File: src/hdl/mhpq_pkg.sv
// types and codes for the max-heap priority queue
// no dependencies
`timescale 1ns / 1ps

package mhpq_pkg;

    localparam int KEY_W  = 32;
    localparam int STAT_W = 2;
    localparam int CNT_W  = 5;

    // operation codes
    localparam logic FN_INSERT = 1'b0;
    localparam logic FN_REMOVE = 1'b1;

    // result status codes
    localparam logic [STAT_W-1:0] ST_OK    = 2'd0;
    localparam logic [STAT_W-1:0] ST_EMPTY = 2'd1;
    localparam logic [STAT_W-1:0] ST_FULL  = 2'd2;

    typedef struct packed {
        logic                    func;
        logic signed [KEY_W-1:0] key_in;
    } t_in;

    typedef struct packed {
        logic signed [KEY_W-1:0] key_out;
        logic [STAT_W-1:0]       status;
        logic [CNT_W-1:0]        count;
    } t_out;

    typedef enum logic [2:0] {
        S_IDLE,
        S_START,
        S_RM_LOAD,
        S_DN_READ,
        S_DN_CMP,
        S_UP_READ,
        S_UP_CMP,
        S_DONE
    } t_state;

    // controller to datapath
    typedef struct packed {
        logic latch_in;
        logic start_ins;
        logic rd_root;
        logic rm_load;
        logic up_read;
        logic up_step;
        logic dn_read;
        logic dn_step;
        logic write_key;
        logic err_empty;
        logic err_full;
        logic load_out;
    } t_dp_cmd;

    // datapath to controller
    typedef struct packed {
        logic is_remove;
        logic full;
        logic empty;
        logic last_one;
        logic pos_zero;
        logic no_child;
        logic parent_less;
        logic child_greater;
        logic out_free;
    } t_dp_sts;

endpackage

File: src/hdl/max_heap_priority_queue.sv
// Bounded binary max-heap of signed 32-bit keys.
// Input channel (i_in_valid / o_in_ready / i_in_data): func selects insert of
// key_in or removal of the largest key. Output channel (o_out_valid /
// i_out_ready / o_out_data): one result per item with the removed key (zero
// on insert or error), a status and the count held afterwards.
// One item is worked at a time. A key moves at most log2(CAPACITY) heap
// levels; each level costs one registered read of the storage and a
// compare-and-write. Errors go straight to the result.
// A new item is taken the cycle after its predecessor's result is loaded
// into the output register, even while that result is still waiting.
// If the receiver stalls with a result already waiting, the next result holds
// in the sequencer until the output register frees; nothing is dropped.
// Reset empties the heap (count zero) and clears the result valid; storage
// contents are not cleared and need no sweep.
// depends on mhpq_pkg, mhpq_ctrl, mhpq_datapath
`timescale 1ns / 1ps

module max_heap_priority_queue #(
    parameter int CAPACITY = 16
) (
    input  logic           i_clk,
    input  logic           i_rst_n,
    input  logic           i_in_valid,
    output logic           o_in_ready,
    input  mhpq_pkg::t_in  i_in_data,
    output logic           o_out_valid,
    input  logic           i_out_ready,
    output mhpq_pkg::t_out o_out_data
);
    import mhpq_pkg::*;

    t_dp_cmd w_cmd;
    t_dp_sts w_sts;

    mhpq_ctrl u_ctrl (
        .i_clk      (i_clk),
        .i_rst_n    (i_rst_n),
        .i_in_valid (i_in_valid),
        .o_in_ready (o_in_ready),
        .i_sts      (w_sts),
        .o_cmd      (w_cmd)
    );

    mhpq_datapath #(
        .CAPACITY (CAPACITY)
    ) u_dp (
        .i_clk       (i_clk),
        .i_rst_n     (i_rst_n),
        .i_in_data   (i_in_data),
        .i_cmd       (w_cmd),
        .o_sts       (w_sts),
        .o_out_valid (o_out_valid),
        .i_out_ready (i_out_ready),
        .o_out_data  (o_out_data)
    );

endmodule

File: src/hdl/mhpq_datapath.sv
// heap storage, position and fill registers, compare logic, result register
// depends on mhpq_pkg
`timescale 1ns / 1ps

module mhpq_datapath #(
    parameter int CAPACITY = 16
) (
    input  logic             i_clk,
    input  logic             i_rst_n,
    input  mhpq_pkg::t_in    i_in_data,
    input  mhpq_pkg::t_dp_cmd i_cmd,
    output mhpq_pkg::t_dp_sts o_sts,
    output logic             o_out_valid,
    input  logic             i_out_ready,
    output mhpq_pkg::t_out   o_out_data
);
    import mhpq_pkg::*;

    localparam int AW = $clog2(CAPACITY);
    localparam int FW = $clog2(CAPACITY + 1);
    localparam int CW = AW + 2;

    logic signed [KEY_W-1:0] r_mem [CAPACITY];

    logic                    r_func;
    logic signed [KEY_W-1:0] r_key;
    logic signed [KEY_W-1:0] r_key_out;
    logic [STAT_W-1:0]       r_status;
    logic [FW-1:0]           r_fill;
    logic [AW-1:0]           r_pos;
    logic signed [KEY_W-1:0] r_rd_a;
    logic signed [KEY_W-1:0] r_rd_b;
    logic                    r_b_ok;
    logic                    r_out_valid;
    t_out                    r_out;

    logic [CW-1:0]           w_child_l;
    logic [CW-1:0]           w_child_r;
    logic [CW-1:0]           w_fill_ext;
    logic [AW-1:0]           w_pos_m1;
    logic [AW-1:0]           w_parent;
    logic [FW-1:0]           w_last;
    logic [AW-1:0]           w_addr_a;
    logic [AW-1:0]           w_addr_b;
    logic                    w_right;
    logic signed [KEY_W-1:0] w_chosen;
    logic [CW-1:0]           w_chosen_pos;
    logic                    w_we;
    logic signed [KEY_W-1:0] w_wdata;
    logic [FW+CNT_W-1:0]     w_cnt_ext;

    assign w_child_l  = {1'b0, r_pos, 1'b0} + CW'(1);
    assign w_child_r  = {1'b0, r_pos, 1'b0} + CW'(2);
    assign w_fill_ext = {{(CW-FW){1'b0}}, r_fill};
    assign w_pos_m1   = r_pos - AW'(1);
    assign w_parent   = w_pos_m1 >> 1;
    assign w_last     = r_fill - FW'(1);

    // left child wins a tie
    assign w_right      = r_b_ok && (r_rd_a < r_rd_b);
    assign w_chosen     = w_right ? r_rd_b : r_rd_a;
    assign w_chosen_pos = w_right ? w_child_r : w_child_l;

    always_comb begin
        w_addr_a = '0;
        w_addr_b = '0;
        if (i_cmd.rd_root) begin
            w_addr_b = w_last[AW-1:0];
        end else if (i_cmd.up_read) begin
            w_addr_a = w_parent;
        end else if (i_cmd.dn_read) begin
            w_addr_a = w_child_l[AW-1:0];
            w_addr_b = w_child_r[AW-1:0];
        end
    end

    always_comb begin
        w_we    = 1'b0;
        w_wdata = r_key;
        if (i_cmd.up_step) begin
            w_we    = 1'b1;
            w_wdata = r_rd_a;
        end else if (i_cmd.dn_step) begin
            w_we    = 1'b1;
            w_wdata = w_chosen;
        end else if (i_cmd.write_key) begin
            w_we    = 1'b1;
            w_wdata = r_key;
        end
    end

    // storage: one write port, two registered read ports
    always_ff @(posedge i_clk) begin
        if (w_we) begin
            r_mem[r_pos] <= w_wdata;
        end
        r_rd_a <= r_mem[w_addr_a];
        r_rd_b <= r_mem[w_addr_b];
    end

    // payload registers
    always_ff @(posedge i_clk) begin
        if (i_cmd.latch_in) begin
            r_func    <= i_in_data.func;
            r_key     <= i_in_data.key_in;
            r_key_out <= '0;
            r_status  <= ST_OK;
        end
        if (i_cmd.err_empty) begin
            r_status <= ST_EMPTY;
        end
        if (i_cmd.err_full) begin
            r_status <= ST_FULL;
        end
        if (i_cmd.start_ins) begin
            r_pos <= r_fill[AW-1:0];
        end
        if (i_cmd.rm_load) begin
            r_key_out <= r_rd_a;
            r_key     <= r_rd_b;
            r_pos     <= '0;
        end
        if (i_cmd.dn_read) begin
            r_b_ok <= w_child_r < w_fill_ext;
        end
        if (i_cmd.up_step) begin
            r_pos <= w_parent;
        end
        if (i_cmd.dn_step) begin
            r_pos <= w_chosen_pos[AW-1:0];
        end
        if (i_cmd.load_out) begin
            r_out.key_out <= r_key_out;
            r_out.status  <= r_status;
            r_out.count   <= w_cnt_ext[CNT_W-1:0];
        end
    end

    always_ff @(posedge i_clk) begin
        if (!i_rst_n) begin
            r_fill      <= '0;
            r_out_valid <= 1'b0;
        end else begin
            if (i_cmd.start_ins) begin
                r_fill <= r_fill + FW'(1);
            end else if (i_cmd.rm_load) begin
                r_fill <= w_last;
            end
            if (i_cmd.load_out) begin
                r_out_valid <= 1'b1;
            end else if (i_out_ready) begin
                r_out_valid <= 1'b0;
            end
        end
    end

    assign w_cnt_ext = {{CNT_W{1'b0}}, r_fill};

    assign o_sts.is_remove     = r_func == FN_REMOVE;
    assign o_sts.full          = r_fill == FW'(CAPACITY);
    assign o_sts.empty         = r_fill == '0;
    assign o_sts.last_one      = r_fill == FW'(1);
    assign o_sts.pos_zero      = r_pos == '0;
    assign o_sts.no_child      = w_child_l >= w_fill_ext;
    assign o_sts.parent_less   = r_rd_a < r_key;
    assign o_sts.child_greater = r_key < w_chosen;
    assign o_sts.out_free      = !r_out_valid || i_out_ready;

    assign o_out_valid = r_out_valid;
    assign o_out_data  = r_out;

endmodule

File: src/hdl/mhpq_ctrl.sv
// sequencer for insert with sift-up and remove with sift-down
// depends on mhpq_pkg
`timescale 1ns / 1ps

module mhpq_ctrl (
    input  logic              i_clk,
    input  logic              i_rst_n,
    input  logic              i_in_valid,
    output logic              o_in_ready,
    input  mhpq_pkg::t_dp_sts i_sts,
    output mhpq_pkg::t_dp_cmd o_cmd
);
    import mhpq_pkg::*;

    t_state r_state;
    t_state n_state;

    always_ff @(posedge i_clk) begin
        if (!i_rst_n) begin
            r_state <= S_IDLE;
        end else begin
            r_state <= n_state;
        end
    end

    always_comb begin
        n_state    = r_state;
        o_cmd      = '0;
        o_in_ready = 1'b0;
        case (r_state)
            S_IDLE: begin
                o_in_ready = 1'b1;
                if (i_in_valid) begin
                    o_cmd.latch_in = 1'b1;
                    n_state        = S_START;
                end
            end
            S_START: begin
                if (i_sts.is_remove) begin
                    if (i_sts.empty) begin
                        o_cmd.err_empty = 1'b1;
                        n_state         = S_DONE;
                    end else begin
                        o_cmd.rd_root = 1'b1;
                        n_state       = S_RM_LOAD;
                    end
                end else begin
                    if (i_sts.full) begin
                        o_cmd.err_full = 1'b1;
                        n_state        = S_DONE;
                    end else begin
                        o_cmd.start_ins = 1'b1;
                        n_state         = S_UP_READ;
                    end
                end
            end
            S_RM_LOAD: begin
                // root goes out, last entry becomes the key to sift down
                o_cmd.rm_load = 1'b1;
                n_state       = i_sts.last_one ? S_DONE : S_DN_READ;
            end
            S_DN_READ: begin
                if (i_sts.no_child) begin
                    o_cmd.write_key = 1'b1;
                    n_state         = S_DONE;
                end else begin
                    o_cmd.dn_read = 1'b1;
                    n_state       = S_DN_CMP;
                end
            end
            S_DN_CMP: begin
                if (i_sts.child_greater) begin
                    o_cmd.dn_step = 1'b1;
                    n_state       = S_DN_READ;
                end else begin
                    o_cmd.write_key = 1'b1;
                    n_state         = S_DONE;
                end
            end
            S_UP_READ: begin
                if (i_sts.pos_zero) begin
                    o_cmd.write_key = 1'b1;
                    n_state         = S_DONE;
                end else begin
                    o_cmd.up_read = 1'b1;
                    n_state       = S_UP_CMP;
                end
            end
            S_UP_CMP: begin
                if (i_sts.parent_less) begin
                    o_cmd.up_step = 1'b1;
                    n_state       = S_UP_READ;
                end else begin
                    o_cmd.write_key = 1'b1;
                    n_state         = S_DONE;
                end
            end
            S_DONE: begin
                if (i_sts.out_free) begin
                    o_cmd.load_out = 1'b1;
                    n_state        = S_IDLE;
                end
            end
            default: begin
                n_state = S_IDLE;
            end
        endcase
    end

endmodule

File: config.mk
export PLATFORM = sky130hd
export DESIGN_NAME = max_heap_priority_queue
export DESIGN_NICKNAME = d
export VERILOG_FILES = /design/src/hdl/mhpq_pkg.sv /design/src/hdl/max_heap_priority_queue.sv /design/src/hdl/mhpq_datapath.sv /design/src/hdl/mhpq_ctrl.sv
export SDC_FILE = /design/constraint.sdc
export NUM_CORES = 1
export LEC_CHECK = 0
export ABC_AREA = 1
export BUFFER_PORTS_ARGS = -buffer_cell sky130_fd_sc_hd__buf_2
export CORE_ASPECT_RATIO = 0.9
export CORE_UTILIZATION = 41
export DETAILED_ROUTE_END_ITERATION = 10
export GPL_ROUTABILITY_DRIVEN = 0
export PLACE_DENSITY = 0.66
export SYNTH_ARGS = -nofsm -noshare
export SYNTH_HDL_FRONTEND = slang
export SYNTH_SLANG_ARGS = --single-unit
File: constraint.sdc
create_clock -name i_clk -period 12.65 [get_ports i_clk]
set_clock_uncertainty 0.15 [all_clocks]
set_input_delay 0.6325 -clock i_clk [delete_from_list [all_inputs] [get_ports i_clk]]
set_output_delay 0.6325 -clock i_clk [all_outputs]
set_load 0.1 [all_outputs]
==> metrics.md <==
| Metric | Value |
|---|---|
| Post-CTS Hold Fix Bufs | 0 |
| Area leader, netlist | edfxtp_1 |
| # DRC | 0 |
| Synth Cell Area | around 35000 sq um |
| Leakage | 14.6 nW |
| # setup viols final | 0 |
| HPWL Detailed | about 62000 um |
| Worst-path clk slew | ~0.06 ns |
| Total CTS buffers | just over 70 |
| Synthesized instance count | 3624 |
| Post-synth EDFFs | around 620 |
| Vias in the first global route | 26100 |
| Post-DR vias/cell | 5.98 |
| Post-route setup slack | 5.80 ns |
| H-tree depth | 3 |
| VDD IR max | 0.209 mV |
| GRT Util Overall | approximately a quarter |
| Initial Util | approximately two fifths |
| Top Ports | 78 |
| Share of layout cells above drive strength 1 | between 8 and 9% |
| Synth top area share | 53.5% |
| IO buf count | 77 |
| Synth Flop Type | edfxtp_1 |
| Post-Syn Area per Cell | 9.62 sq um |
| Area grow syn2layout | 10.6% |
| Slew margin rel. | approximately 28% |
| CP arrival | 6.94 ns |
| Die area | 86200 sq um |
| Max Transition Viols Final | 0 |
| Avg WL per Cell | between 20 and 25 um |
| Final hold violations | 0 |
| Ratio of final minimum period to clock period | 54.2% |
| Post-synthesis async set-or-reset flop share | 0% |
| Final WL | between 100000 and 150000 um |
| GR Layer Usage met2 | about two fifths |
| Setup TNS | 0 ns |
| Yosys reg bits | around 700 |
| Post-CTS Resized | 0 |
| First-pass GRT wire length | 164000 um |
| Via count | about 28000 |
| Cell Pwr Density | ~240 nW/um^2 |
| Warnings from Yosys | 0 |
| Clock Latency Late Sink | ~0.64 ns |
| Sequential area share after synthesis | between 50 and 60% |
| Total grt overflow | 0 |
| Cell row count | between 100 and 150 |
| Clock Tree Buf Depth | 3 |
| Final Net Count | around 3700 |
| Hold Path Class | primary input to register |
| Setup Fix Bufs, Post-CTS | 0 |
| Worst Path Required | about 13 ns |
| Most common cell after layout, fill and taps aside | nand2_1 |
| Slew @ Worst Pin | 1.08 ns |
| GRT met3 Usage | under 10% |
| Min Tclk post-route | approximately 6.9 ns |
| Clk sinks | ~700 |
| Slowest stage cell, crit path | nand3_2 |
| Biggest cell delay along the critical path | 0.79 ns |
| Max Clk Rate | approximately 150 MHz |
| Area of the core | about 84000 sq um |
| DR pass1 iterations | 6 |
| Startpoint types | register |
| Path type of the worst setup path | register to register |
| Most frequent cells in the layout | nand2_1, edfxtp_1, o21ai_0, inv_1, nor2_1 |
| N_diodes | 0 |
| Detailed Route Iter0 Violations | 3906 |
| Detail Route Antenna Nets | 0 |
| Most Crowded Layer GR | met2 |
| CP Max Fanout | 50 |
| Die Ht | roughly 280 um |
| Clk Tree Root Cell | clkbuf_16 |
| Fill count | approximately 7800 |
| Max_cap viols | 0 |
| RSZ-0062 raised after global routing | false |
| Post-Place Worst Slack | between 5 and 6 ns |
| Status | finished clean |
| Initial antenna violation count | 3 |
| Cell variety after synth | 47 |
| Met1 usage | around a third |
| Largest net degree at the start of global routing | between 150 and 200 |
| Die width | between 300 and 400 um |
| Critical path capture point type | register |
| Mapped Nets | ~3800 |
| CTS tree | done |
| Top post-synthesis cells by area | edfxtp_1, o21ai_0, nand2_1 |
| Worst-path cell chain | inv_1, ha_1, nand2_1, nor2_1, nand4_1, a21oi_1, nor2_1, nand3_1, nand3_2, buf_4, o21ai_0, ha_1, a21oi_1, nor2_1, a211oi_1, o221ai_1, a21oi_1, nand3_2, nand3_2, buf_4, nand2_1, nand3_1, nand2_1 |
==> layer usage <==
layer	vias to the layer above	wire length (um)	share of wire [%]
li1	12900	-	-
met1	13400	44400	40
met2	1861	48000	43
met3	277	14300	13
met4	0	3950	3.6
met5	-	0	0
==> path summary, 6_finish.rpt <==
kind	from	endpoint	slack, ns	depth (start not counted)
max	u_dp.r_rd_b[31]	u_dp.r_mem[12][15]	5.80	23
min	i_in_data[32]	u_dp.r_func	0.05	1
max reg2reg	u_dp.r_rd_b[31]	u_dp.r_mem[12][15]	5.80	23
min reg2reg	u_dp.r_key_out[8]	u_dp.o_out_data[15]	0.27	0
==> flip-flops by register name, summed over array words and instances, names as in the netlist <==
signal            flops
u_dp.r_key_out       32
u_ctrl.r_state        3
u_dp.r_key           32
u_dp.r_fill           5
u_dp.r_rd_b          32
u_dp.r_rd_a          32
u_dp.o_out_data      39
u_dp.r_func           1
u_dp.r_mem          512
u_dp.r_pos            4
u_dp.r_status         2
u_dp.o_out_valid      1
u_dp.r_b_ok           1
==> Yosys cell counts (all sizes together), types with 2 or more instances <==
master,number
o31ai,12
edfxtp,621
buf,41
o21ai,511
xnor2,2
inv,309
o221ai,20
a31oi,98
o21a,4
nor2,293
nor3,67
nor4,5
nand2,631
a21oi,167
ha,109
nand3,93
clkbuf,223
o211ai,71
dfxtp,75
mux2,13
a211oi,45
nand4,137
or2,7
o32ai,10
xor2,6
o311ai,42
clkinv,2
o22ai,4
==> cell type report <==
type	count	area [sq um]	share of cell area [%]
Tap cell	1133	1420	3.67
Clock buffer	100	2010	5.22
Inverter	311	1180	3.05
Timing Repair Buffer	136	841	2.18
Sequential cell	696	20100	52.2
Multi-Input combinational cell	2353	12700	33.0
Clock inverter	31	244	0.632
==> per-stage QoR <==
| step | std cells | instance area [sq um] | hold slack (ns) | power (W) | util [%] |
|---|---|---|---|---|---|
| 2_1_floorplan | 3624 | 34900 | 0.250 | 0.00585 | - |
| 4_1_cts | 4760 | 38600 | 0.0271 | 0.00917 | 45.8 |
| 3_5_place_dp | 4629 | 36300 | 0.255 | 0.00713 | 43.1 |
| 3_3_place_gp | 4629 | 36300 | 0.252 | 0.00708 | 43.1 |
| 5_1_grt | 4760 | 38600 | 0.0430 | 0.00973 | 45.8 |
| 6_report | 4760 | 38600 | 0.0506 | 0.00927 | 45.8 |
==> worst max-delay path, delay by kind of cell (launching register included) <==
| family | cells | cell delay, ns |
|---|---|---|
| flops | 1 | 0.33 |
| compound gates | 6 | 1.35 |
| fa+ha+maj | 2 | 0.62 |
| simple gates | 12 | 3.04 |
| buf+inv | 3 | 0.88 |
==> kinds of logic after synthesis <==
group	count (synthesis)	share of synthesized area, %
AO/OA/AOI/OAI	990	16.4
XOR/XNOR	8	0.201
adder cells (fa/ha/maj)	109	3.91
buffers and inverters	575	6.31
flip-flops	696	57.8
multiplexers	13	0.420
AND/OR/NAND/NOR	1233	15.0
==> power by group <==
group | leakage, nW | internal [W] | switching (W)
Clock | 1.10 | 0.00118 | 0.000893
Sequential | 6.27 | 0.00325 | 0.000215
Combinational | 7.22 | 0.000905 | 0.00283
Power figures use the tool's default switching activity.
